<file path="config.mk">
export PLATFORM = sky130hd
export DESIGN_NAME = bir_lane
export DESIGN_NICKNAME = d
export VERILOG_FILES = /design/src/bir_pkg.sv /design/src/bir_lane.sv
export SDC_FILE = /design/constraint.sdc
export NUM_CORES = 2
export LEC_CHECK = 0
export BUFFER_PORTS_ARGS = -buffer_cell sky130_fd_sc_hd__buf_2
export CAP_MARGIN = 0
export CORE_AREA = 2 2 268 270
export CTS_CLUSTER_SIZE = 25
export DETAILED_ROUTE_END_ITERATION = 10
export DIE_AREA = 0 0 270 272
export HOLD_SLACK_MARGIN = 0.02
export PLACE_DENSITY = 0.62
export SYNTH_ARGS = -nofsm -noshare
export SYNTH_HDL_FRONTEND = slang
export SYNTH_SLANG_ARGS = --single-unit
</file>
<file path="constraint.sdc">
create_clock -name clk -period 15.8 [get_ports clk]
set_clock_uncertainty 0.1 [all_clocks]
set_input_delay 3.16 -clock clk [delete_from_list [all_inputs] [get_ports clk]]
set_output_delay 3.16 -clock clk [all_outputs]
set_load 0.01 [all_outputs]
</file>
<file path="src/bir_pkg.sv">
// ----------------------------------------------------------------------------
// bir_pkg
// Shared constants, codes and types of the bilinear image resizer.
// ----------------------------------------------------------------------------
package bir_pkg;

	localparam int MAX_SRC_WIDTH  = 64;
	localparam int MAX_SRC_HEIGHT = 64;
	localparam int MAX_CHANNELS   = 4;
	localparam int MAX_DST_DIM    = 4096;

	localparam int CH_W       = 8;
	localparam int FRAC_W     = 16;
	localparam int NUM_OUT_CH = 4;

	localparam int SRC_MAX   = (MAX_SRC_WIDTH > MAX_SRC_HEIGHT) ? MAX_SRC_WIDTH
	                                                            : MAX_SRC_HEIGHT;
	localparam int SRC_IDX_W = $clog2(SRC_MAX);
	localparam int COORD_W   = $clog2(MAX_DST_DIM);

	localparam int CFG_SRC_W  = 7;
	localparam int CFG_DST_W  = 13;
	localparam int CFG_CH_W   = 3;
	localparam int CFG_DATA_W = 13;
	localparam int CFG_IDX_W  = 3;

	localparam int STEP_W    = SRC_IDX_W + FRAC_W;
	localparam int POS_W     = COORD_W + STEP_W;
	localparam int DIV_CNT_W = $clog2(STEP_W + 1);
	localparam int WORD_W    = CH_W * MAX_CHANNELS;
	localparam int BLEND_W   = CH_W + FRAC_W;

	localparam int BANK_COLS  = (MAX_SRC_WIDTH + 1) / 2;
	localparam int BANK_ROWS  = (MAX_SRC_HEIGHT + 1) / 2;
	localparam int BANK_DEPTH = BANK_COLS * BANK_ROWS;
	localparam int BANK_AW    = $clog2(BANK_DEPTH);
	localparam int NUM_BANKS  = 4;

	localparam logic [CFG_SRC_W-1:0] RST_SRC_SIZE  = CFG_SRC_W'(64);
	localparam logic [CFG_DST_W-1:0] RST_DST_SIZE  = CFG_DST_W'(64);
	localparam logic [CFG_CH_W-1:0]  RST_CHANNELS  = CFG_CH_W'(4);

	typedef enum logic [CFG_IDX_W-1:0] {
		REG_SRC_WIDTH,
		REG_SRC_HEIGHT,
		REG_DST_WIDTH,
		REG_DST_HEIGHT,
		REG_CHANNEL_COUNT
	} cfg_reg_e;

	typedef enum logic {
		OP_LOAD,
		OP_EMIT
	} op_e;

	typedef struct packed {
		logic en_s3;
		logic en_s4;
	} lane_ctl_t;

endpackage

</file>
<file path="src/bir_lane.sv">
// ----------------------------------------------------------------------------
// bir_lane
// One channel lane: horizontal blend of both rows, then vertical blend,
// truncated to 8 bits.
// ----------------------------------------------------------------------------
module bir_lane import bir_pkg::*; (
	input  logic              clk,
	input  lane_ctl_t         ctl,
	input  logic [CH_W-1:0]   a,
	input  logic [CH_W-1:0]   b,
	input  logic [CH_W-1:0]   d,
	input  logic [CH_W-1:0]   e,
	input  logic [FRAC_W-1:0] tx,
	input  logic [FRAC_W-1:0] ty,
	output logic [CH_W-1:0]   result
);

	localparam int HP_W = CH_W + FRAC_W + 2;
	localparam int VP_W = BLEND_W + FRAC_W + 2;

	logic [BLEND_W-1:0] top_s3;
	logic [BLEND_W-1:0] bot_s3;
	logic [FRAC_W-1:0]  ty_s3;
	logic [CH_W-1:0]    res_s4;

	logic signed [CH_W:0]    dab;
	logic signed [CH_W:0]    dde;
	logic signed [HP_W-1:0]  sab;
	logic signed [HP_W-1:0]  sde;
	logic signed [BLEND_W:0] dtb;
	logic signed [VP_W-1:0]  sv;

	always_comb begin
		dab = $signed({1'b0, b}) - $signed({1'b0, a});
		dde = $signed({1'b0, e}) - $signed({1'b0, d});
		sab = $signed({2'b00, a, {FRAC_W{1'b0}}}) + dab * $signed({1'b0, tx});
		sde = $signed({2'b00, d, {FRAC_W{1'b0}}}) + dde * $signed({1'b0, tx});
		dtb = $signed({1'b0, bot_s3}) - $signed({1'b0, top_s3});
		sv  = $signed({2'b00, top_s3, {FRAC_W{1'b0}}}) + dtb * $signed({1'b0, ty_s3});
	end

	always_ff @(posedge clk) begin
		if (ctl.en_s3) begin
			top_s3 <= sab[BLEND_W-1:0];
			bot_s3 <= sde[BLEND_W-1:0];
			ty_s3  <= ty;
		end
		if (ctl.en_s4) begin
			res_s4 <= sv[2*FRAC_W+CH_W-1:2*FRAC_W];
		end
	end

	assign result = res_s4;

endmodule

</file>
==> results.cfg <==
[yosys]
synth_top_cell_by_area = fa_1
async_reset_ff_frac = 0
synthCells = 3185
synth_top_area_frac = 0.434
avgSynthCellArea_um2 = 9.03
syn_nets = 4131
yosysWarnings = 0
synth_area_um2 = 28800
synth_edf_count = 72
synthFlopType = edfxtp_1
synthTopCellsByArea = fa_1 (43%), ha_1 (11%), inv_1 (11%)
ys_seq_area_frac = 0.0752
synth_cell_types = 66
yosys_register_bits = 72

[global_route]
grt_pass1_wl_um = 118000
track_usage = 0.201
grt_antenna_before_repair = 1
grt_pass1_vias = 22300
grt_max_degree = 65
grt_overflow = 0

[placed_design]
gp_congestion = 0.819
port_buffers = 74
place_ws_ns = 5.32
dp.final_hpwl_um = 54600

[timing]
grt_setup_unrepaired = no
worst_slew_pin_slew_ns = 1.23
post-route-period-util = 0.644
fmax_ghz = 0.0982
setup_violations = 0
hold_violations = 0
setup_slack_ns = 5.62
slew_headroom = 0.175
finalSetupTns_ns = 0
min_period_ns = 10.18
slew_viol_final = 0

[routing]
drt_iter0_markers = 1054
firstDrtPassIters = 5
postRouteAntennaNets = 0
num_vias = 20500
via_per_inst = 4.96
routedWlPerCell_um = 16.7
drt_wl_total_um = 69300
drc_errors = 0

[floorplanning]
initial_core_util = 0.407
die_h_um = 272
rows = 98
io_pins = 75
coreArea_um2 = 70800
dieWidth_um = 270
die-area_um2 = 73400

[clocking]
hold_buffers = 0
cts_setup_buffers = 0
root_buffer = clkbuf_16
insertion_delay_ns = 0.40
cts_buffers = 9
clockBufferDepth = 2
cts_tree = yes
clk_pin_slew_ns = 0.08
htreeDepth = 3
cts_sinks = 72
post_cts_resized = 0

[cells_and_area]
num-fill-cells = 7033
finalNetCount = 4130
final_cell_mix = inv_1 (832), fa_1 (624), and2_1 (303), nand2_1 (292), ha_1 (255)
final_common_cell = inv_1
area_delta_synth_final_pct = 6.09
drive_above_1_share = 0.0593

[min_path]
hold_depth = 4
worstHoldPathType = flop to flop
min_from = bot_s3[23]
hold_end = result[7]

[setup_path]
r2r_start = top_s3[0]
critical_path_arrival_ns = 10.21
start_kind = input pin
crit_top_cell = fa_1
cp.required_ns = 15.83
crit_path_max_fanout = 16
r2r-end = result[7]
crit_slowest_cell = nor2_1
max_stage_delay_ns = 0.86
r2r_cells = 28
path_class = input pin to flop
crit_path_end_kind = flop
reg2reg_slack_ns = 6.07

[outcome]
outcome = finished clean

[run]
maxCapViolCount = 0
==> how the worst max path moves through the flow <==
stage                     startpoint          to
after floorplan                 e[0]  bot_s3[22]
after global placement          a[1]  top_s3[23]
after detailed placement        a[1]  top_s3[23]
after CTS                       a[1]  top_s3[23]
after global routing            a[1]  top_s3[23]
final                           a[1]  top_s3[23]
==> final cells by class <==
class | instances | area, um^2 | area share
antenna | 1 | 2.50 | 0.0000820
timing repair buffer | 119 | 708 | 0.0232
multi-input combinational | 2150 | 23100 | 0.756
sequential | 72 | 2160 | 0.0708
clock buffer | 9 | 225 | 0.00738
clock inverter | 7 | 51.3 | 0.00168
inverter | 832 | 3120 | 0.102
tap | 950 | 1190 | 0.0389
==> routing by layer <==
layer / vias to the layer above / routed length (um) / part of all wire / GRT usage
li1: 9541 / - / - / -
met3: 102 / 2420 / 0.035 / 0.0212
met1: 10500 / 30000 / 0.43 / 0.256
met5: - / 0 / 0 / 0
met2: 376 / 34400 / 0.50 / 0.354
met4: 0 / 2530 / 0.036 / 0.0731
==> logic make-up (layout without fill, tap and decap cells) <==
kind of cell	count (synthesis)	after routing	share of synthesized area
compound gates	259	259	0.0594
xor+xnor	81	81	0.0247
fa+ha+maj	879	879	0.545
buf+inv	963	967	0.126
flops	72	72	0.0752
other cells	0	1	0
simple gates	931	931	0.170
==> flip-flops by register name, summed over array words and instances, names as in the netlist <==
register and cells:
result 8, top_s3 24, ty_s3 16, bot_s3 24
==> Yosys cell counts (all sizes together) (16+ instances only) <==
| cell type | instances |
|---|---|
| a21oi | 68 |
| a31oi | 22 |
| and2 | 303 |
| clkbuf | 124 |
| edfxtp | 72 |
| fa | 624 |
| ha | 255 |
| inv | 832 |
| nand2 | 292 |
| nand2b | 41 |
| nand3 | 60 |
| nand3b | 18 |
| nand4 | 21 |
| nor2 | 65 |
| nor2b | 40 |
| nor3 | 21 |
| o211ai | 22 |
| o21a | 18 |
| o21ai | 58 |
| or2 | 33 |
| xnor2 | 65 |
| xor2 | 16 |
==> worst max-delay path, delay by kind of cell <==
| kind | cells | cell delay (ns) |
|---|---|---|
| and+or+nand+nor | 3 | 1.15 |
| buffers and inverters | 5 | 0.31 |
| xor gates and xnor gates | 1 | 0.12 |
| adders and majority gates | 7 | 2.99 |
| AOI/OAI and AO/OA | 11 | 2.47 |
==> metrics by stage <==
| step | hold WS (ns) | cell area (um^2) | cells | utilization |
|---|---|---|---|---|
| finish | 0.937 | 30500 | 4140 | 0.431 |
| global route | 0.969 | 30500 | 4140 | 0.431 |
| CTS | 0.930 | 30500 | 4139 | 0.431 |
| detailed placement | 0.925 | 30200 | 4123 | 0.427 |
| global placement | 0.928 | 30200 | 4123 | 0.427 |
| floorplan | 0.634 | 28800 | 3185 | - |
Power is left out: the tool's default activity adds up to more than one toggle a clock period on the data nets, which glitch-free logic cannot reach.
