## src/bir_pkg.sv

```systemverilog
// ----------------------------------------------------------------------------
// bir_pkg
// Shared constants, codes and types of the bilinear image resizer.
// ----------------------------------------------------------------------------
package bir_pkg;

	localparam int MAX_SRC_WIDTH  = 64;
	localparam int MAX_SRC_HEIGHT = 64;
	localparam int MAX_CHANNELS   = 4;
	localparam int MAX_DST_DIM    = 4096;

	localparam int CH_W       = 8;
	localparam int FRAC_W     = 16;
	localparam int NUM_OUT_CH = 4;

	localparam int SRC_MAX   = (MAX_SRC_WIDTH > MAX_SRC_HEIGHT) ? MAX_SRC_WIDTH
	                                                            : MAX_SRC_HEIGHT;
	localparam int SRC_IDX_W = $clog2(SRC_MAX);
	localparam int COORD_W   = $clog2(MAX_DST_DIM);

	localparam int CFG_SRC_W  = 7;
	localparam int CFG_DST_W  = 13;
	localparam int CFG_CH_W   = 3;
	localparam int CFG_DATA_W = 13;
	localparam int CFG_IDX_W  = 3;

	localparam int STEP_W    = SRC_IDX_W + FRAC_W;
	localparam int POS_W     = COORD_W + STEP_W;
	localparam int DIV_CNT_W = $clog2(STEP_W + 1);
	localparam int WORD_W    = CH_W * MAX_CHANNELS;
	localparam int BLEND_W   = CH_W + FRAC_W;

	localparam int BANK_COLS  = (MAX_SRC_WIDTH + 1) / 2;
	localparam int BANK_ROWS  = (MAX_SRC_HEIGHT + 1) / 2;
	localparam int BANK_DEPTH = BANK_COLS * BANK_ROWS;
	localparam int BANK_AW    = $clog2(BANK_DEPTH);
	localparam int NUM_BANKS  = 4;

	localparam logic [CFG_SRC_W-1:0] RST_SRC_SIZE  = CFG_SRC_W'(64);
	localparam logic [CFG_DST_W-1:0] RST_DST_SIZE  = CFG_DST_W'(64);
	localparam logic [CFG_CH_W-1:0]  RST_CHANNELS  = CFG_CH_W'(4);

	typedef enum logic [CFG_IDX_W-1:0] {
		REG_SRC_WIDTH,
		REG_SRC_HEIGHT,
		REG_DST_WIDTH,
		REG_DST_HEIGHT,
		REG_CHANNEL_COUNT
	} cfg_reg_e;

	typedef enum logic {
		OP_LOAD,
		OP_EMIT
	} op_e;

	typedef struct packed {
		logic en_s3;
		logic en_s4;
	} lane_ctl_t;

endpackage

```

## src/bir_merge.sv

```systemverilog
// ----------------------------------------------------------------------------
// bir_merge
// Merges lane results into the output word: masks unused channels and
// out-of-range pixels, and holds the word until the consumer takes it.
// ----------------------------------------------------------------------------
module bir_merge import bir_pkg::*; (
	input  logic                             clk,
	input  logic                             arst_n,
	input  logic                             valid_s4,
	input  logic                             oob_s4,
	input  logic [CFG_CH_W-1:0]              nch,
	input  logic [NUM_OUT_CH-1:0][CH_W-1:0]  lane_val,
	input  logic                             out_stall,
	output logic                             ready,
	output logic                             out_valid,
	output logic [CH_W-1:0]                  out_ch0,
	output logic [CH_W-1:0]                  out_ch1,
	output logic [CH_W-1:0]                  out_ch2,
	output logic [CH_W-1:0]                  out_ch3,
	output logic                             status
);

	logic                            vo_q;
	logic [NUM_OUT_CH-1:0][CH_W-1:0] ch_q;
	logic                            status_q;
	logic [NUM_OUT_CH-1:0][CH_W-1:0] ch_nx;

	always_comb begin
		for (int c = 0; c < NUM_OUT_CH; c++) begin
			ch_nx[c] = (!oob_s4 && (c < int'(nch))) ? lane_val[c] : '0;
		end
	end

	assign ready = !vo_q || !out_stall;

	always_ff @(posedge clk or negedge arst_n) begin
		if (!arst_n) begin
			vo_q <= 1'b0;
		end else if (ready) begin
			vo_q <= valid_s4;
		end
	end

	always_ff @(posedge clk) begin
		if (ready && valid_s4) begin
			ch_q     <= ch_nx;
			status_q <= oob_s4;
		end
	end

	assign out_valid = vo_q;
	assign out_ch0   = ch_q[0];
	assign out_ch1   = ch_q[1];
	assign out_ch2   = ch_q[2];
	assign out_ch3   = ch_q[3];
	assign status    = status_q;

endmodule

```

## config.mk

```make
export PLATFORM = sky130hd
export DESIGN_NAME = bir_merge
export DESIGN_NICKNAME = d
export VERILOG_FILES = /design/src/bir_pkg.sv /design/src/bir_merge.sv
export SDC_FILE = /design/constraint.sdc
export NUM_CORES = 1
export LEC_CHECK = 0
export BUFFER_PORTS_ARGS = -buffer_cell sky130_fd_sc_hd__buf_2
export CORE_ASPECT_RATIO = 1.75
export CORE_MARGIN = 4
export CORE_UTILIZATION = 43
export CTS_CLUSTER_SIZE = 25
export DETAILED_ROUTE_END_ITERATION = 10
export PLACE_DENSITY_LB_ADDON = 0.15
export SLEW_MARGIN = 40
export SYNTH_ARGS = -nofsm -noshare
export SYNTH_HDL_FRONTEND = slang
export SYNTH_SLANG_ARGS = --single-unit
```

## constraint.sdc

```tcl
create_clock -name clk -period 2 [get_ports clk]
set_clock_uncertainty 0.1 [all_clocks]
set_input_delay 0.4 -clock clk [delete_from_list [all_inputs] [get_ports clk]]
set_output_delay 0.4 -clock clk [all_outputs]
set_load 0.01 [all_outputs]
```

==> metrics.md <==
| Metric | Value |
|---|---|
| WHS Path Cells | `2` |
| Final Total Pwr | `about 1.5 mW` |
| Seq. cell area | `around 1000 µm²` |
| Drt first pass iters | `2` |
| Synth top area share | `75.7%` |
| Combinational share of power | `roughly 11%` |
| Wire length per cell | `between 10 and 15 µm` |
| CTS clk-pin slew, worst paths | `around 0.06 ns` |
| Hold EP | `out_valid$_DFFE_PN0P_` |
| Post-cts sizing count | `0` |
| Worst slew margin | `roughly 62%` |
| H-tree lvl count | `2` |
| R2R Setup Slk | `0.71 ns` |
| Clock Root Buffer | `clkbuf_8` |
| Final ANT Viol Nets | `0` |
| Worst setup path class | `reg2out` |
| Routed vias/inst | `4.76` |
| Clock latency at the later pin of the worst-skew pair | `0.27 ns` |
| Worst R2R Start | `out_valid$_DFFE_PN0P_` |
| Final hold violation count | `0` |
| Critical Path RT | `about 1.5 ns` |
| Sequential Power Share | `a little under three fifths` |
| Hold_sp | `valid_s4` |
| Pins Over Slew Limit | `0` |
| R2r endpoint | `out_ch1[3]$_SDFFCE_PN0P_` |
| WHS | `between 0.2 and 0.25 ns` |
| Routability congestion estimate | `roughly 0.66` |
| GRT Residual Overflow | `0` |
| Num rows | `26` |
| Max Clock Freq | `roughly 730 MHz` |
| Post-CTS setup buffer count | `0` |
| Number of max-cap violations | `0` |
| Final WL | `2490 µm` |
| Boundary pin count | `75` |
| Post-synthesis register bit count | `34` |
| Residual DRC | `0` |
| # clock sinks | `34` |
| Starting DRT DRC Count | `7` |
| HPWL Detailed | `1950 µm` |
| Syn_area_per_cell | `17.5 µm²` |
| Distinct cell type count after synthesis | `12` |
| Number of global-route vias before repair | `846` |
| Clock Tree Buf Depth | `2` |
| Die Y | `~81 µm` |
| Max FO, Critical Path | `3` |
| Area growth syn-to-layout | `37.9%` |
| Initial antenna violation count | `0` |
| Sequential fraction of the synthesis area | `~78%` |
| Worst reg2reg path depth | `3` |
| Fillers | `about 250` |
| Tmin final | `1.38 ns` |
| Worst Setup Slack, final | `around 0.62 ns` |
| Pre-CTS setup slack | `roughly 0.50 ns` |
| Sw Ratio | `roughly a fifth` |
| Placed cell count | `about 180` |
| Power density over the cells | `808 nW/µm²` |
| Post-CTS Hold Fix Bufs | `1` |
| Yosys warning count | `0` |
| Antenna diode count | `0` |
| Aggregate global-route resource usage | `about an eighth` |
| # setup viols final | `0` |
| Mapped cell area | `roughly 1300 µm²` |
| Final Cell Area | `1800 µm²` |
| TNS Setup | `0 ns` |
| Clk network pwr share | `31.3%` |
| Die Area | `between 4000 and 5000 µm²` |
| Routed vias | `around 890` |
| RSZ-0062 raised after global routing | `false` |
| NumNets Final | `197` |
| Syn Inst Count | `75` |
| Biggest area consumer among synthesized cells | `edfxtp_1` |
| PortBufs | `74` |
| Die width | `49.7 µm` |
| Hold Crit Class | `in2reg` |
| Crit path DAT | `slightly below 0.9 ns` |
| Part of the cycle the worst path needs | `between 60% and 70%` |
| Starting Density | `around 45%` |
| Layout cell share with drive strength beyond 1 | `between 50 and 60%` |
| Leakage power | `0.782 nW` |
| P_int | `between 1 and 1.5 mW` |
| Worst Setup End Kind | `output port` |
| CTS buffer count | `5` |
| VDD IR max | `between 500 and 600 µV` |
| TritonCTS clock tree | `built` |
| Multi-input gate area | `approximately 280 µm²` |
| Syn_nets | `~120` |
| Startpoint type of the worst setup path | `flop` |
| Layout Cells excl Fill | `between 150 and 200` |
| Status | `completed` |
| Slew @ Worst Pin | `between 0.5 and 0.6 ns` |
| Core ar. | `about 3000 µm²` |
| Largest net degree at the start of global routing | `20` |
| Final core occ | `61.6%` |
| First-pass GRT wire length | `about 3900 µm` |
| DP Area | `~1700 µm²` |
| Top cells by area, synth | `edfxtp_1, nor3b_1, and2_1` |
| Net Switching | `between 300 and 400 µW` |
==> how the worst max path moves through the flow <==
stage                                     start                       end  slack (ns)  cells past startpoint
after CTS                 out_valid$_DFFE_PN0P_                     ready        0.61                      2
after floorplan           out_valid$_DFFE_PN0P_  out_ch0[0]$_SDFFCE_PN0P_        0.11                      2
final                     out_valid$_DFFE_PN0P_                     ready        0.62                      2
after global placement                   nch[0]  out_ch2[0]$_SDFFCE_PN0P_        0.52                      3
after detailed placement                 nch[0]  out_ch2[6]$_SDFFCE_PN0P_        0.50                      3
after global routing      out_valid$_DFFE_PN0P_                     ready        0.56                      2
==> placed cells by master (no fill, tap or decap), drive strengths merged <==
| master | n |
|---|---|
| buf | 76 |
| edfxtp | 33 |
| and2 | 17 |
| nor3b | 16 |
| clkbuf | 6 |
| clkinv | 2 |
| nand2 | 1 |
| a21oi | 1 |
| o21ba | 1 |
| nor2b | 1 |
| nor3 | 1 |
| nand2b | 1 |
| dlygate4sd3 | 1 |
| dfrtp | 1 |
==> worst max-delay path: stages (launching register included) <==
cell     delay (ns)
dfrtp_1        0.38
nand2_1        0.10
buf_2          0.13
==> cells by family (layout without fill, tap and decap cells) <==
family	Yosys count	in the layout	share of synthesized area [%]
buffers and inverters	2	85	1.24
AOI/OAI and AO/OA	2	2	1.15
DFF	34	34	77.6
and+or+nand+nor	37	37	20.0
==> state kept, by name, indices dropped and copies added (netlist names) <==
register	flops
out_ch0	8
out_ch1	8
out_ch2	8
out_ch3	8
out_valid	1
status	1
==> synthesized netlist by cell type (all sizes together) <==
master  count
a21oi       1
and2       17
buf         2
dfrtp       1
edfxtp     33
nand2       1
nand2b      1
nor2b       1
nor3        1
nor3b      16
o21ba       1
==> power groups by stage <==
| stage | registers (mW) | logic (mW) | clock network (mW) |
|---|---|---|---|
| CTS | 0.838 | 0.167 | 0.476 |
| detailed placement | 0.853 | 0.165 | 0 |
| finish | 0.838 | 0.163 | 0.456 |
| floorplan | 0.878 | 0.0528 | 0 |
| global placement | 0.852 | 0.161 | 0 |
| global route | 0.841 | 0.182 | 0.509 |
==> per-layer routing <==
layer | up-vias | part of all wire, % | GRT usage (%)
met4 | 0 | 1.9 | 7.48
li1 | 443 | - | -
met1 | 388 | 37 | 14.0
met2 | 50 | 51 | 22.3
met3 | 5 | 9.4 | 4.95
met5 | - | 0 | 0
==> final cells by class <==
type	instances	area share, %
flip-flops and latches	34	56.3
repair buffers	77	21.9
multi-input cells	39	15.3
clock buffers	6	4.02
well taps	28	1.94
clock inverters	2	0.485
Power figures use the tool's default switching activity.
