[src/bir_pkg.sv]
// ----------------------------------------------------------------------------
// bir_pkg
// Shared constants, codes and types of the bilinear image resizer.
// ----------------------------------------------------------------------------
package bir_pkg;

	localparam int MAX_SRC_WIDTH  = 64;
	localparam int MAX_SRC_HEIGHT = 64;
	localparam int MAX_CHANNELS   = 4;
	localparam int MAX_DST_DIM    = 4096;

	localparam int CH_W       = 8;
	localparam int FRAC_W     = 16;
	localparam int NUM_OUT_CH = 4;

	localparam int SRC_MAX   = (MAX_SRC_WIDTH > MAX_SRC_HEIGHT) ? MAX_SRC_WIDTH
	                                                            : MAX_SRC_HEIGHT;
	localparam int SRC_IDX_W = $clog2(SRC_MAX);
	localparam int COORD_W   = $clog2(MAX_DST_DIM);

	localparam int CFG_SRC_W  = 7;
	localparam int CFG_DST_W  = 13;
	localparam int CFG_CH_W   = 3;
	localparam int CFG_DATA_W = 13;
	localparam int CFG_IDX_W  = 3;

	localparam int STEP_W    = SRC_IDX_W + FRAC_W;
	localparam int POS_W     = COORD_W + STEP_W;
	localparam int DIV_CNT_W = $clog2(STEP_W + 1);
	localparam int WORD_W    = CH_W * MAX_CHANNELS;
	localparam int BLEND_W   = CH_W + FRAC_W;

	localparam int BANK_COLS  = (MAX_SRC_WIDTH + 1) / 2;
	localparam int BANK_ROWS  = (MAX_SRC_HEIGHT + 1) / 2;
	localparam int BANK_DEPTH = BANK_COLS * BANK_ROWS;
	localparam int BANK_AW    = $clog2(BANK_DEPTH);
	localparam int NUM_BANKS  = 4;

	localparam logic [CFG_SRC_W-1:0] RST_SRC_SIZE  = CFG_SRC_W'(64);
	localparam logic [CFG_DST_W-1:0] RST_DST_SIZE  = CFG_DST_W'(64);
	localparam logic [CFG_CH_W-1:0]  RST_CHANNELS  = CFG_CH_W'(4);

	typedef enum logic [CFG_IDX_W-1:0] {
		REG_SRC_WIDTH,
		REG_SRC_HEIGHT,
		REG_DST_WIDTH,
		REG_DST_HEIGHT,
		REG_CHANNEL_COUNT
	} cfg_reg_e;

	typedef enum logic {
		OP_LOAD,
		OP_EMIT
	} op_e;

	typedef struct packed {
		logic en_s3;
		logic en_s4;
	} lane_ctl_t;

endpackage

[src/bir_step_div.sv]
// ----------------------------------------------------------------------------
// bir_step_div
// Radix-2 restoring divider for the 6.16 sampling step of one axis.
// ----------------------------------------------------------------------------
module bir_step_div import bir_pkg::*; (
	input  logic                 clk,
	input  logic                 arst_n,
	input  logic                 restart,
	input  logic [CFG_SRC_W-1:0] src_size,
	input  logic [CFG_DST_W-1:0] dst_size,
	output logic [STEP_W-1:0]    step,
	output logic                 busy
);

	logic                 pend_q;
	logic                 run_q;
	logic [DIV_CNT_W-1:0] cnt_q;
	logic [STEP_W-1:0]    step_q;
	logic [STEP_W-1:0]    quo_q;
	logic [COORD_W-1:0]   rem_q;
	logic [COORD_W-1:0]   den_q;
	logic                 zero_q;

	logic [CFG_SRC_W-1:0] src_m1;
	logic [CFG_DST_W-1:0] dst_m1;
	logic [COORD_W:0]     trial;
	logic [COORD_W:0]     diff;
	logic                 q_bit;
	logic [STEP_W-1:0]    quo_nx;
	logic [COORD_W-1:0]   rem_nx;

	always_comb begin
		src_m1 = src_size - CFG_SRC_W'(1);
		dst_m1 = dst_size - CFG_DST_W'(1);
		trial  = {rem_q, quo_q[STEP_W-1]};
		diff   = trial - {1'b0, den_q};
		q_bit  = (trial >= {1'b0, den_q});
		rem_nx = q_bit ? diff[COORD_W-1:0] : trial[COORD_W-1:0];
		quo_nx = {quo_q[STEP_W-2:0], q_bit};
	end

	always_ff @(posedge clk or negedge arst_n) begin
		if (!arst_n) begin
			pend_q <= 1'b1;
			run_q  <= 1'b0;
			cnt_q  <= '0;
			step_q <= '0;
		end else begin
			pend_q <= restart;
			if (pend_q) begin
				run_q <= 1'b1;
				cnt_q <= DIV_CNT_W'(STEP_W);
			end else if (run_q) begin
				cnt_q <= cnt_q - DIV_CNT_W'(1);
				if (cnt_q == DIV_CNT_W'(1)) begin
					run_q  <= 1'b0;
					step_q <= zero_q ? '0 : quo_nx;
				end
			end
		end
	end

	always_ff @(posedge clk) begin
		if (pend_q) begin
			quo_q  <= {src_m1[SRC_IDX_W-1:0], {FRAC_W{1'b0}}};
			rem_q  <= '0;
			den_q  <= dst_m1[COORD_W-1:0];
			zero_q <= (dst_m1 == '0);
		end else if (run_q) begin
			quo_q <= quo_nx;
			rem_q <= rem_nx;
		end
	end

	assign step = step_q;
	assign busy = pend_q || run_q;

endmodule

[config.mk]
export PLATFORM = sky130hd
export DESIGN_NAME = bir_step_div
export DESIGN_NICKNAME = d
export VERILOG_FILES = /design/src/bir_pkg.sv /design/src/bir_step_div.sv
export SDC_FILE = /design/constraint.sdc
export NUM_CORES = 1
export LEC_CHECK = 0
export ABC_AREA = 0
export BUFFER_PORTS_ARGS = -buffer_cell sky130_fd_sc_hd__buf_2
export CAP_MARGIN = 0
export CORE_MARGIN = 2
export CORE_UTILIZATION = 63
export DETAILED_ROUTE_END_ITERATION = 10
export PLACE_DENSITY = 0.91
export SLEW_MARGIN = 20
export SYNTH_ARGS = -nofsm -noshare
export SYNTH_HDL_FRONTEND = slang
export SYNTH_SLANG_ARGS = --single-unit
[constraint.sdc]
create_clock -name clk -period 4.32 [get_ports clk]
set_clock_uncertainty 0.2 [all_clocks]
set_input_delay 0.216 -clock clk [delete_from_list [all_inputs] [get_ports clk]]
set_output_delay 0.216 -clock clk [all_outputs]
set_load 0.1 [all_outputs]
==> out/qor.csv <==
stage,metric,value,unit
floorplanning,Ports,46,
timing,final hold slack,0.01161,ns
timing,FMAX,375.9,MHz
power,leakage power,2.105,nW
logic_synthesis,#FFs+latches synth,76,
logic_synthesis,cell count after synthesis,416,
final_layout,Final Util,71.75,%
logic_synthesis,sequential fraction of the synthesis area,44.65,%
floorplanning,Initial Util,65.16,%
logic_synthesis,mux contribution to synthesized area,4.360,%
place,Placement Setup Slack,1.676,ns
logic_synthesis,largest family of logic cells by synthesized area,simple AND/OR/NAND/NOR gates,
clock_tree,number of CTS-inserted buffers,9,
setup_path,critical path class,flop to flop,
clock_tree,H-tree levels,3,
setup_path,maximum fanout along the worst path,3,
clock_tree,CTS clock-pin slew for the worst setup and hold paths,0.09,ns
timing,post-route clock period utilization,61.59,%
place,GPL Wtd Cong,0.8826,
logic_synthesis,Mapped Avg Cell Area,10.00,um2
final_layout,Ant. Diodes,0,
final_layout,"commonest non-fill, non-tap cells in the layout","nand2_1 (54), buf_2 (44), nor2_1 (38)",
global_routing,GRT Util Overall,23.37,%
global_routing,largest net degree at the start of global routing,53,
timing,Pins Over Slew Limit,0,
logic_synthesis,main flop type after synthesis,dfxtp_1,
final_layout,Final Cell Area,0.004582,mm2
routing,post-route ant nets,0,
logic_synthesis,adder-cell share of the synthesized area,5.592,%
clock_tree,worst-skew pair later-pin latency,0.36,ns
final_layout,Area Growth Syn to Fin,10.10,%
power,Peak VDD IR,268.0,uV
setup_path,crit path DAT,2.73,ns
final_layout,share of cells above drive strength 1,22.37,%
timing,count of final hold-check violations,0,
logic_synthesis,post-synthesis async set-or-reset flop share,38.16,%
place,placed cell area,0.004332,mm2
routing,WL per Instance,14.27,um
global_routing,GR Overflow Total,0,
logic_synthesis,Netlist Area Pre-Place,0.004161,mm2
logic_synthesis,Synth Area in Compound Gates,15.60,%
job,Max-Cap Viols,0,
floorplanning,Die X,85.28,um
timing,slew of the pin with the lowest slew margin,0.6968,ns
final_layout,"most common cell after layout, fill and taps aside",nand2_1,
logic_synthesis,yosys warns,0,
logic_synthesis,simple-gate share of the synthesized area,19.21,%
logic_synthesis,Post-synth EDFFs,19,
floorplanning,die height,85.28,um
clock_tree,CTS tree,done,
logic_synthesis,Synth cell types,67,
routing,Starting DRT DRC Count,188,
timing,fin worst setup slack,1.659,ns
global_routing,first-pass GRT wire length,13560,um
timing,unrepaired setup endpoints after global routing,false,
floorplanning,die area,0.007272,mm2
power,PD cells,455.2,mW/mm2
global_routing,vias in the first global route,3027,
logic_synthesis,Synth Area in XOR/XNOR,4.420,%
floorplanning,Rows,29,
setup_path,Worst EP required,4.39,ns
timing,# setup viols final,0,
setup_path,crit path launch type,flop,
final_layout,nets@finish,501,
clock_tree,PostCTS Resize Cnt,0,
place,Port Buf Inserts,44,
clock_tree,CTS Root Cell,clkbuf_8,
global_routing,antenna violations before repair,0,
setup_path,CP endpoint kind,flop,
min_path,path type of the worst min-delay path,primary input to flop,
timing,Slew headroom,53.19,%
floorplanning,core area,0.006386,mm2
status,status,"finished, final reports clean",
routing,via count,3023,
setup_path,R2R setup slack,1.66,ns
place,DPL Wire Length,5403,um
logic_synthesis,Synth Net Count,457,
clock_tree,CTS Sinks,76,
routing,# DRC,0,
routing,TritonRoute pass-1 iters,4,
timing,Final min period,2.661,ns
routing,final wirelength,7733,um
routing,Vias per Instance,5.577,
clock_tree,Max Root-Sink Buffers,2,
timing,Total Neg Setup Slack,0,ns
critical path: stages (launching register included):
cell,delay [ns]
edfxtp_1,0.39
inv_1,0.06
ha_1,0.23
fa_1,0.43
nor2b_1,0.18
o21bai_1,0.13
a21o_1,0.22
a2111oi_2,0.35
o31ai_1,0.14
a311oi_2,0.24
sequential cells by signal, indices dropped and copies added, names as in the netlist:
signal,flops
step,22
den_q,12
run_q,1
cnt_q,5
zero_q,1
rem_q,12
pend_q,1
quo_q,22
through the flow:
stage | power (W) | instances
finish | 0.002085 | 542
global route | 0.002215 | 542
CTS | 0.002092 | 542
detailed placement | 0.001568 | 520
global placement | 0.001537 | 520
floorplan | 0.001439 | 416
cell usage after synthesis (2+ instances only):
cell type / number / share of area [%]
xor2_1: 10 / 2.1
nor4_1: 4 / 0.60
dfrtp_1: 28 / 17
a41oi_1: 2 / 0.42
ha_1: 17 / 5.1
inv_1: 24 / 2.2
nand3_1: 6 / 0.72
nand2b_1: 27 / 4.1
o211ai_1: 2 / 0.36
nor4b_1: 3 / 0.63
a211oi_1: 3 / 0.54
nor2_1: 38 / 3.4
o21ai_0: 11 / 1.3
buf_6: 9 / 2.4
a2111oi_2: 2 / 0.72
mux2i_1: 17 / 4.1
clkbuf_1: 6 / 0.54
nor2b_1: 3 / 0.45
a21oi_1: 7 / 0.84
nand2_1: 54 / 4.9
xnor2_1: 11 / 2.3
a311oi_2: 3 / 1.1
edfxtp_1: 19 / 14
nor3b_1: 3 / 0.54
or3_1: 3 / 0.45
o21ai_2: 19 / 4.0
a21oi_2: 2 / 0.42
o31ai_1: 3 / 0.54
o21a_1: 2 / 0.36
o21ai_1: 5 / 0.60
a311oi_1: 5 / 1.1
clkbuf_8: 2 / 0.66
dfxtp_1: 28 / 13
o21bai_1: 3 / 0.54
nor3_1: 3 / 0.36
where the power goes:
part / total [W] / internal (W) / switching [W] / leakage, nW
logic: 0.000700 / 0.000290 / 0.000410 / 1.20
registers: 0.000867 / 0.000809 / 0.0000575 / 0.804
clock network: 0.000518 / 0.000224 / 0.000294 / 0.0990
kinds of logic after synthesis:
kind of cell	count (synthesis)
adders and majority gates	18
xor gates and xnor gates	21
DFF	76
muxes	18
buffers and inverters	44
and+or+nand+nor	158
AOI/OAI and AO/OA	81
final cells by class:
class	instances	area, um2
multi-input combinational	296	2049
tap	77	96.34
fill	464	1804
timing repair buffer	52	295.3
sequential	76	1859
clock inverter	7	63.81
clock buffer	9	123.9
inverter	25	93.84
metal layers:
layer	share of wire, %	vias up	GRT usage, %
met3	3.3	10	3.599
met2	50	61	39.77
met4	1.7	0	9.668
li1	-	1544	-
met5	0	-	0
met1	45	1408	29.74
final timing paths:
check	from	end	cells past startpoint
max reg2reg	quo_q[21]	rem_q[10]	9
min in group asynchronous	arst_n	step[3]	2
max in group asynchronous	arst_n	run_q	2
max	quo_q[21]	rem_q[10]	9
min	dst_size[10]	den_q[10]	2
min reg2reg	quo_q[13]	step[14]	2
repair_timing:
action / in CTS / in global routing
hold buffers: 6 / 0
setup buffers: 0 / 0
hold endpoints to repair: 33 / 0
(Power assumes the default switching activity.)
