==> src/bir_pkg.sv <==
// ----------------------------------------------------------------------------
// bir_pkg
// Shared constants, codes and types of the bilinear image resizer.
// ----------------------------------------------------------------------------
package bir_pkg;

	localparam int MAX_SRC_WIDTH  = 64;
	localparam int MAX_SRC_HEIGHT = 64;
	localparam int MAX_CHANNELS   = 4;
	localparam int MAX_DST_DIM    = 4096;

	localparam int CH_W       = 8;
	localparam int FRAC_W     = 16;
	localparam int NUM_OUT_CH = 4;

	localparam int SRC_MAX   = (MAX_SRC_WIDTH > MAX_SRC_HEIGHT) ? MAX_SRC_WIDTH
	                                                            : MAX_SRC_HEIGHT;
	localparam int SRC_IDX_W = $clog2(SRC_MAX);
	localparam int COORD_W   = $clog2(MAX_DST_DIM);

	localparam int CFG_SRC_W  = 7;
	localparam int CFG_DST_W  = 13;
	localparam int CFG_CH_W   = 3;
	localparam int CFG_DATA_W = 13;
	localparam int CFG_IDX_W  = 3;

	localparam int STEP_W    = SRC_IDX_W + FRAC_W;
	localparam int POS_W     = COORD_W + STEP_W;
	localparam int DIV_CNT_W = $clog2(STEP_W + 1);
	localparam int WORD_W    = CH_W * MAX_CHANNELS;
	localparam int BLEND_W   = CH_W + FRAC_W;

	localparam int BANK_COLS  = (MAX_SRC_WIDTH + 1) / 2;
	localparam int BANK_ROWS  = (MAX_SRC_HEIGHT + 1) / 2;
	localparam int BANK_DEPTH = BANK_COLS * BANK_ROWS;
	localparam int BANK_AW    = $clog2(BANK_DEPTH);
	localparam int NUM_BANKS  = 4;

	localparam logic [CFG_SRC_W-1:0] RST_SRC_SIZE  = CFG_SRC_W'(64);
	localparam logic [CFG_DST_W-1:0] RST_DST_SIZE  = CFG_DST_W'(64);
	localparam logic [CFG_CH_W-1:0]  RST_CHANNELS  = CFG_CH_W'(4);

	typedef enum logic [CFG_IDX_W-1:0] {
		REG_SRC_WIDTH,
		REG_SRC_HEIGHT,
		REG_DST_WIDTH,
		REG_DST_HEIGHT,
		REG_CHANNEL_COUNT
	} cfg_reg_e;

	typedef enum logic {
		OP_LOAD,
		OP_EMIT
	} op_e;

	typedef struct packed {
		logic en_s3;
		logic en_s4;
	} lane_ctl_t;

endpackage

==> src/bir_axis.sv <==
// ----------------------------------------------------------------------------
// bir_axis
// Sample position of one axis: registered coordinate times step, then split
// into clamped floor and ceil indices and a 16-bit fraction.
// ----------------------------------------------------------------------------
module bir_axis import bir_pkg::*; (
	input  logic                 clk,
	input  logic                 en,
	input  logic [COORD_W-1:0]   coord,
	input  logic [STEP_W-1:0]    step,
	input  logic [CFG_SRC_W-1:0] size,
	output logic [SRC_IDX_W-1:0] lo,
	output logic [SRC_IDX_W-1:0] hi,
	output logic [FRAC_W-1:0]    frac
);

	localparam int FL_W = POS_W - FRAC_W;

	logic [POS_W-1:0]     pos_s1;
	logic [FL_W-1:0]      fl;
	logic [FRAC_W-1:0]    fr;
	logic [FL_W:0]        ce;
	logic [FL_W:0]        lim_w;
	logic [FL_W:0]        lo_w;
	logic [FL_W:0]        hi_w;
	logic [CFG_SRC_W-1:0] lim;

	always_ff @(posedge clk) begin
		if (en) begin
			pos_s1 <= POS_W'(coord) * POS_W'(step);
		end
	end

	always_comb begin
		fl    = pos_s1[POS_W-1:FRAC_W];
		fr    = pos_s1[FRAC_W-1:0];
		ce    = {1'b0, fl} + {{FL_W{1'b0}}, (fr != '0)};
		lim   = size - CFG_SRC_W'(1);
		lim_w = (FL_W + 1)'(lim);
		lo_w  = ({1'b0, fl} > lim_w) ? lim_w : {1'b0, fl};
		hi_w  = (ce > lim_w) ? lim_w : ce;
		lo    = lo_w[SRC_IDX_W-1:0];
		hi    = hi_w[SRC_IDX_W-1:0];
		frac  = fr;
	end

endmodule

==> config.mk <==
export PLATFORM = sky130hd
export DESIGN_NAME = bir_axis
export DESIGN_NICKNAME = d
export VERILOG_FILES = /design/src/bir_pkg.sv /design/src/bir_axis.sv
export SDC_FILE = /design/constraint.sdc
export NUM_CORES = 1
export LEC_CHECK = 0
export BUFFER_PORTS_ARGS = -buffer_cell sky130_fd_sc_hd__buf_2
export CAP_MARGIN = 25
export CORE_ASPECT_RATIO = 0.9
export CORE_MARGIN = 4
export CORE_UTILIZATION = 55
export DETAILED_ROUTE_END_ITERATION = 10
export HOLD_SLACK_MARGIN = 0.02
export PLACE_DENSITY = 0.71
export SLEW_MARGIN = 20
export SYNTH_ARGS = -nofsm -noshare
export SYNTH_HDL_FRONTEND = slang
export SYNTH_SLANG_ARGS = --single-unit
==> constraint.sdc <==
create_clock -name clk -period 9.13 [get_ports clk]
set_clock_uncertainty 0.2 [all_clocks]
set_input_delay 0.913 -clock clk [delete_from_list [all_inputs] [get_ports clk]]
set_output_delay 0.913 -clock clk [all_outputs]
set_load 0.1 [all_outputs]
==> results of run 1 <==
## worst max-delay path by stage
stage                  to  cells past startpoint
5_1_grt        pos_s1[32]                     18
3_5_place_dp   pos_s1[32]                     18
3_3_place_gp   pos_s1[32]                     19
2_1_floorplan  pos_s1[33]                     19
6_report       pos_s1[32]                     19
4_1_cts        pos_s1[32]                     18
## per-layer routing
layer / vias up / track usage, % / share of wire, %
met5: - / 0 / 0
met4: 0 / 1.81 / 0.77
met3: 19 / 3.99 / 8.4
met2: 302 / 36.8 / 45
met1: 3846 / 32.7 / 45
li1: 3656 / - / -
## kinds of logic (layout without fill, tap and decap cells)
kind of cell	Yosys count	after routing	share of synthesized area, %
DFF	34	34	9.76
and+or+nand+nor	369	369	16.7
AOI/OAI and AO/OA	113	113	7.14
adders and majority gates	289	289	48.9
xor gates and xnor gates	40	40	3.35
muxes	15	15	1.45
buffers and inverters	337	344	12.7
## per-stage QoR
step	worst slack, ps	hold WS, ps	area, um^2
final	2690	933	11000
after global routing	2310	961	11000
after CTS	2710	934	11000
after detailed placement	2420	1220	10800
after global placement	2570	1200	10800
after floorplan	2970	825	10500
## cells in the mapped netlist (3+ instances only)
master,count,area share [%]
inv_1,266,9.5
nand2_1,203,7.3
fa_1,200,38
ha_1,89,11
and2_1,86,5.1
clkbuf_1,54,1.9
a21oi_1,34,1.6
edfxtp_1,34,9.8
xnor2_1,28,2.3
nand3_1,18,0.86
o21ai_0,18,0.86
buf_4,16,1.1
nor2_1,16,0.57
a21o_1,15,1.1
mux2i_1,14,1.3
nand4_1,12,0.72
xor2_1,12,1.0
nor3_1,10,0.48
o21a_1,8,0.57
nor4_1,6,0.36
a31oi_1,5,0.30
and3_1,5,0.30
o21bai_1,5,0.36
a211oi_1,4,0.29
nand2b_1,4,0.24
o211ai_1,4,0.29
nor2b_1,3,0.18
## layout make-up
type | count | area [um^2]
Clock buffer | 5 | 125
Clock inverter | 3 | 45.0
Fill cell | 1633 | 7560
Inverter | 266 | 998
Multi-Input combinational cell | 826 | 8110
Sequential cell | 34 | 1020
Tap cell | 245 | 307
Timing Repair Buffer | 70 | 350
==> flow_metrics.tcl, run 1 <==
set metrics [dict create \
    status "completed" \
    drv_slew 0 \
    largest_register "pos_s1" \
    drtIter0Drc 548 \
    max_stage_delay_ps 560 \
    worstPathRequired_ps 8940 \
    n_antenna_cell 0 \
    hold_viol_final 0 \
    timing.setup.tns_ps 0 \
    grt_remaining_overflow 0 \
    syn_nets 1529 \
    clockBufferDepth 2 \
    floorplan.die_area_mm2 0.0213 \
    max_freq_mhz 155 \
    grt_max_degree 35 \
    end_kind "register" \
    die_y_um 139 \
    cts_tree "done" \
    post-route-min-period_ps 6440 \
    crit_path_start "coord[6]" \
    whs_path_depth 2 \
    yosysWarnings 0 \
    post_cts_resized 0 \
    routed_via_density 5.40 \
    grtUsageTotal_pct 22.3 \
    cts_setup_buffers 0 \
    cp.buffers_inverters 5 \
    worstPathMaxFanout 22 \
    wl_um 23200 \
    io_buffers 70 \
    drc_errors 0 \
    async_reset_ff_share_pct 0 \
    synth_cell_types 50 \
    drive_gt1_share_pct 6.98 \
    post-place-cells 1441 \
    grt_pass1_wl_um 39600 \
    nets 1535 \
    ys_seq_area_share_pct 9.76 \
    cpMostUsedCell "fa_1" \
    ys_ff_latch 34 \
    max_cap_viol_count 0 \
    die_w_um 153 \
    gp_congestion 0.871 \
    hold_class "in -> reg" \
    worst_pin_slew_ps 697 \
    setup_viol 0 \
    rsz0062_at_grt "no" \
    clock-sinks 34 \
    slew_headroom_pct 53.5 \
    rows 47 \
    critPathTopFamily "adder cells" \
    postRouteAntennaNets 0 \
    syn2layout_area_growth_pct 4.77 \
    final_cells 1449 \
    h-tree-depth 2 \
    min_period_over_period_pct 70.6 \
    crit_chain "buf_2 > and2_1 > fa_1 > inv_1 > fa_1 > inv_1 > fa_1 > fa_1 > inv_1 > fa_1 > inv_1 > ha_1 > a21o_1 > a21oi_1 > o21ai_0 > nor3b_1 > o31ai_2 > a41oi_1 > xnor2_1" \
    avgRoutedWirePerCell_um 16.0 \
    clkTransAtPathRegs_ps 50 \
    start_util_pct 56.5 \
    hpwlAfterDp_um 18900 \
    root_buffer "clkbuf_16" \
    largest_register_ff_count 34 \
    startpoint_type "input port" \
    syn_area_mm2 0.0105 \
    min_from "step[0]" \
    final_common_cell "inv_1" \
    fin_util_pct 59.2 \
    slowest_stage "nor3b_1" \
    numCtsBuffers 5 \
    postSynthCellCount 1197 \
    synth_edf_count 34 \
    fp.coreArea_mm2 0.0185 \
    cts_hold_buf 0 \
    hold_end "pos_s1[0]" \
    grt_antenna_before_repair 0 \
    firstDrtPassIters 5 \
    ios 71 \
    top_regs "pos_s1 (34)" \
    crit_type "in -> reg" \
    grt_pass1_vias 8103 \
    cp.arrival_ps 6260 \
    vias 7823 \
    synth_ff_type "edfxtp_1" \
    syn_avg_cell_area_um2 8.74 \
    mostFrequentLayoutCells "inv_1 (266), nand2_1 (203), fa_1 (200)" \
]
Power of run 1 is left out: the tool's default activity adds up to more than one toggle a clock period on the data nets, which glitch-free logic cannot reach.
==> run 2, diff against run 1 <==
==> constraint.sdc (replaced) <==
create_clock -name clk -period 6.1 [get_ports clk]
set_clock_uncertainty 0.2 [all_clocks]
set_input_delay 0.61 -clock clk [delete_from_list [all_inputs] [get_ports clk]]
set_output_delay 0.61 -clock clk [all_outputs]
set_load 0.1 [all_outputs]
==> flow_metrics.tcl, run 2 (synthesis results as in run 1) <==
set metrics [dict create \
    grt_pass1_vias 8427 \
    drc_errors 0 \
    worstSetupEndpoint "pos_s1[32]" \
    postRouteAntennaNets 0 \
    avgRoutedWirePerCell_um 15.7 \
    end_kind "register" \
    slew_headroom_pct 52.3 \
    fill_cells 1671 \
    grtUsageTotal_pct 22.7 \
    crit_type "in -> reg" \
    max_freq_mhz 172 \
    crit_path_start "coord[8]" \
    fp.coreArea_mm2 0.0185 \
    worst_pin_slew_ps 716 \
    clockBufferDepth 2 \
    gp_congestion 0.880 \
    die_y_um 139 \
    largest_register "pos_s1" \
    rsz0062_at_grt "no" \
    n_antenna_cell 0 \
    vias 7891 \
    drtIter0Drc 506 \
    min_period_over_period_pct 95.2 \
    die_w_um 153 \
    nets 1569 \
    seq_area_mm2 0.00102 \
    multiInputGateArea_mm2 0.00813 \
    wl_um 23300 \
    ios 71 \
    numCtsBuffers 5 \
    post-route-min-period_ps 5810 \
    routed_via_density 5.32 \
    h-tree-depth 2 \
    worstPathRequired_ps 5920 \
    status "completed" \
    clkTransAtPathRegs_ps 50 \
    max_stage_delay_ps 550 \
    cpMostUsedCell "fa_1" \
    largest_register_ff_count 34 \
    clock-sinks 34 \
    hold_viol_final 0 \
    setup_viol 0 \
    rows 47 \
    startpoint_type "input port" \
    slowest_stage "fa_1" \
    worstPathMaxFanout 14 \
    post-place-cells 1475 \
    mostFrequentLayoutCells "inv_1 (266), nand2_1 (203), fa_1 (200)" \
    grt_remaining_overflow 0 \
    crit_chain "buf_2 > buf_4 > nand2_1 > fa_1 > inv_1 > fa_1 > fa_1 > fa_1 > inv_1 > fa_1 > inv_1 > ha_1 > a21oi_1 > nand2_1 > o21bai_1 > a31oi_1 > o31ai_4 > a41oi_1 > xnor2_1" \
    io_buffers 70 \
    max_cap_viol_count 0 \
    grt_antenna_before_repair 0 \
    final_cells 1483 \
    drv_slew 0 \
    hpwlAfterDp_um 20000 \
    firstDrtPassIters 6 \
    syn2layout_area_growth_pct 7.06 \
    timing.setup.tns_ps 0 \
    start_util_pct 56.5 \
    root_buffer "clkbuf_16" \
    grt_pass1_wl_um 40700 \
    floorplan.die_area_mm2 0.0213 \
    final_common_cell "inv_1" \
    cp.arrival_ps 5620 \
    top_regs "pos_s1 (34)" \
    grt_max_degree 35 \
    drive_gt1_share_pct 9.45 \
    hold_class "in -> reg" \
    cts_tree "done" \
]
run 2: critical path, delay by kind of cell:
kind / cells / cell delay [ps]
fa+ha+maj: 6 / 3000
compound gates: 5 / 1070
buf+inv: 5 / 630
simple gates: 2 / 190
xor+xnor: 1 / 110
run 2: timing repair:
action                                  in CTS  in global routing
resized for setup                            0                  3
hold buffers                                 0                  0
endpoints found under the setup margin       0                  4
setup buffers                                0                  0
run 2: worst min-delay path by stage:
| stage | start | to | slack [ps] | cells after the start |
|---|---|---|---|---|
| floorplan | en | pos_s1[0] | 520 | 0 |
| global placement | step[0] | pos_s1[0] | 940 | 3 |
| detailed placement | step[0] | pos_s1[0] | 940 | 3 |
| CTS | step[0] | pos_s1[0] | 660 | 3 |
| global route | step[0] | pos_s1[0] | 720 | 3 |
| finish | step[0] | pos_s1[0] | 680 | 3 |
run 2: layer usage:
| layer | vias to the layer above | GRT usage, % | wire length [um] |
|---|---|---|---|
| li1 | 3722 | - | - |
| met1 | 3902 | 33.9 | 11000 |
| met2 | 250 | 36.9 | 10600 |
| met3 | 17 | 3.06 | 1580 |
| met4 | 0 | 2.65 | 184 |
| met5 | - | 0 | 0 |
run 2: cell type report:
| type | instances | share of cell area (%) |
|---|---|---|
| clock buffer | 6 | 1.15 |
| sequential | 34 | 9.12 |
| timing repair buffer | 104 | 5.43 |
| clock inverter | 2 | 0.0782 |
| tap | 245 | 2.74 |
| inverter | 266 | 8.92 |
| multi-input combinational | 826 | 72.6 |
run 2: stage by stage:
stage / util, % / cell area [um^2] / hold WS (ps) / setup slack, ps
after global routing: 60.5 / 11200 / 723 / 15.9
after floorplan: - / 10500 / 522 / 246
after CTS: 60.4 / 11200 / 659 / 280
after detailed placement: 59.6 / 11000 / 939 / -15.5
after global placement: 59.6 / 11000 / 943 / 57.6
final: 60.5 / 11200 / 675 / 294
Power of run 2 is left out for the same reason.
==> run 3, diff against run 2 <==
--- a/config.mk
+++ b/config.mk
@@ -9,10 +9,10 @@
 export CAP_MARGIN = 25
 export CORE_ASPECT_RATIO = 0.9
 export CORE_MARGIN = 4
-export CORE_UTILIZATION = 55
+export CORE_UTILIZATION = 50
 export DETAILED_ROUTE_END_ITERATION = 10
 export HOLD_SLACK_MARGIN = 0.02
-export PLACE_DENSITY = 0.71
+export PLACE_DENSITY = 0.65
 export SLEW_MARGIN = 20
 export SYNTH_ARGS = -nofsm -noshare
 export SYNTH_HDL_FRONTEND = slang
==> flow_metrics.tcl, run 3 (synthesis results as in run 1) <==
set metrics [dict create \
    hpwlAfterDp_um 20700 \
    cts_tree "done" \
    mostFrequentLayoutCells "inv_1 (266), nand2_1 (203), fa_1 (200)" \
    fp.coreArea_mm2 0.0203 \
    grt_pass1_vias 8155 \
    ios 71 \
    grt_remaining_overflow 0 \
    start_util_pct 51.5 \
    die_w_um 160 \
    max_cap_viol_count 0 \
    largest_register_ff_count 34 \
    whs_path_depth 3 \
    drv_slew 0 \
    largest_register "pos_s1" \
    drive_gt1_share_pct 11.1 \
    grt_max_degree 35 \
    vias 7941 \
    fin_util_pct 56.3 \
    die_y_um 145 \
    grt_pass1_wl_um 40200 \
    final_common_cell "inv_1" \
    avgRoutedWirePerCell_um 15.2 \
    syn2layout_area_growth_pct 9.19 \
    clockBufferDepth 2 \
    cp.arrival_ps 5670 \
    firstDrtPassIters 5 \
    top_regs "pos_s1 (34)" \
    seq_area_mm2 0.00102 \
    postRouteAntennaNets 0 \
    drc_errors 0 \
    post-route-min-period_ps 5850 \
    status "completed" \
    startpoint_type "input port" \
    multiInputGateArea_mm2 0.00812 \
    min_from "step[0]" \
    dp_slack_ps -92.1 \
    h-tree-depth 2 \
    nets 1592 \
    routed_via_density 5.15 \
    timing.setup.tns_ps 0 \
    clkTransAtPathRegs_ps 50 \
    gp_congestion 0.890 \
    end_kind "register" \
    slew_headroom_pct 48.6 \
    crit_type "in -> reg" \
    numCtsBuffers 5 \
    hold_class "in -> reg" \
    wl_um 23400 \
    max_freq_mhz 171 \
    io_buffers 70 \
    worst_slack_ps 246 \
    setup_viol 0 \
    hold_viol_final 0 \
    rows 49 \
    grtUsageTotal_pct 20.6 \
    rsz0062_at_grt "no" \
    worstPathRequired_ps 5920 \
    hold_end "pos_s1[0]" \
    root_buffer "clkbuf_16" \
    worstPathMaxFanout 6 \
    drtIter0Drc 523 \
    floorplan.die_area_mm2 0.0233 \
    worst_pin_slew_ps 770 \
    clock-sinks 34 \
    min_period_over_period_pct 96.0 \
    grt_antenna_before_repair 1 \
    fill_cells 1854 \
]
run 3: cell types whose count changed in the layout (fill, tap and decap cells not counted), sizes merged:
cell	change
buf	+23
diode	+1
run 3: cell type report:
type / instances / area share, %
clock inverters: 2 / 0.0767
well taps: 280 / 3.07
repair buffers: 127 / 6.95
clock buffers: 6 / 1.13
flip-flops and latches: 34 / 8.94
inverters: 266 / 8.74
multi-input cells: 826 / 71.1
diodes: 1 / 0.0219
run 3: timing repair:
| action | in CTS | in global routing |
|---|---|---|
| buffers inserted | 0 | 0 |
| gates resized for setup | 0 | 2 |
| setup endpoints to repair | 0 | 3 |
| hold buffers | 0 | 0 |
run 3: worst max path at each step:
stage	to	start	cells after the start
2_1_floorplan	pos_s1[33]	coord[6]	19
3_3_place_gp	pos_s1[33]	coord[3]	19
3_5_place_dp	pos_s1[32]	coord[6]	20
4_1_cts	pos_s1[33]	coord[3]	19
5_1_grt	pos_s1[32]	coord[6]	21
6_report	pos_s1[33]	coord[6]	20
run 3: per-layer routing:
layer	global-route usage, %	wire (um)	up-vias
li1	-	-	3774
met1	31.4	11400	3915
met2	32.1	10400	233
met3	3.03	1450	19
met4	2.88	188	0
met5	0	0	-
run 3: worst max-delay path: stages:
cell and delay (ps):
buf_2 170, and2_1 180, fa_1 530, inv_1 60, fa_1 520, inv_1 50
fa_1 430, fa_1 510, inv_1 60, fa_1 530, inv_1 40, ha_1 350
a21oi_1 180, o211ai_1 100, o21ai_0 220, a311oi_1 130, buf_4 160, o32a_2 400
a211o_1 280, xnor2_1 140
run 3: metrics by stage:
stage	hold WS (ps)	cells	cell area (um^2)
after floorplan	522	1197	10500
after global placement	986	1533	11300
after detailed placement	987	1533	11300
after CTS	712	1541	11400
after global routing	730	1542	11400
final	708	1542	11400
Power of run 3 is left out for the same reason.
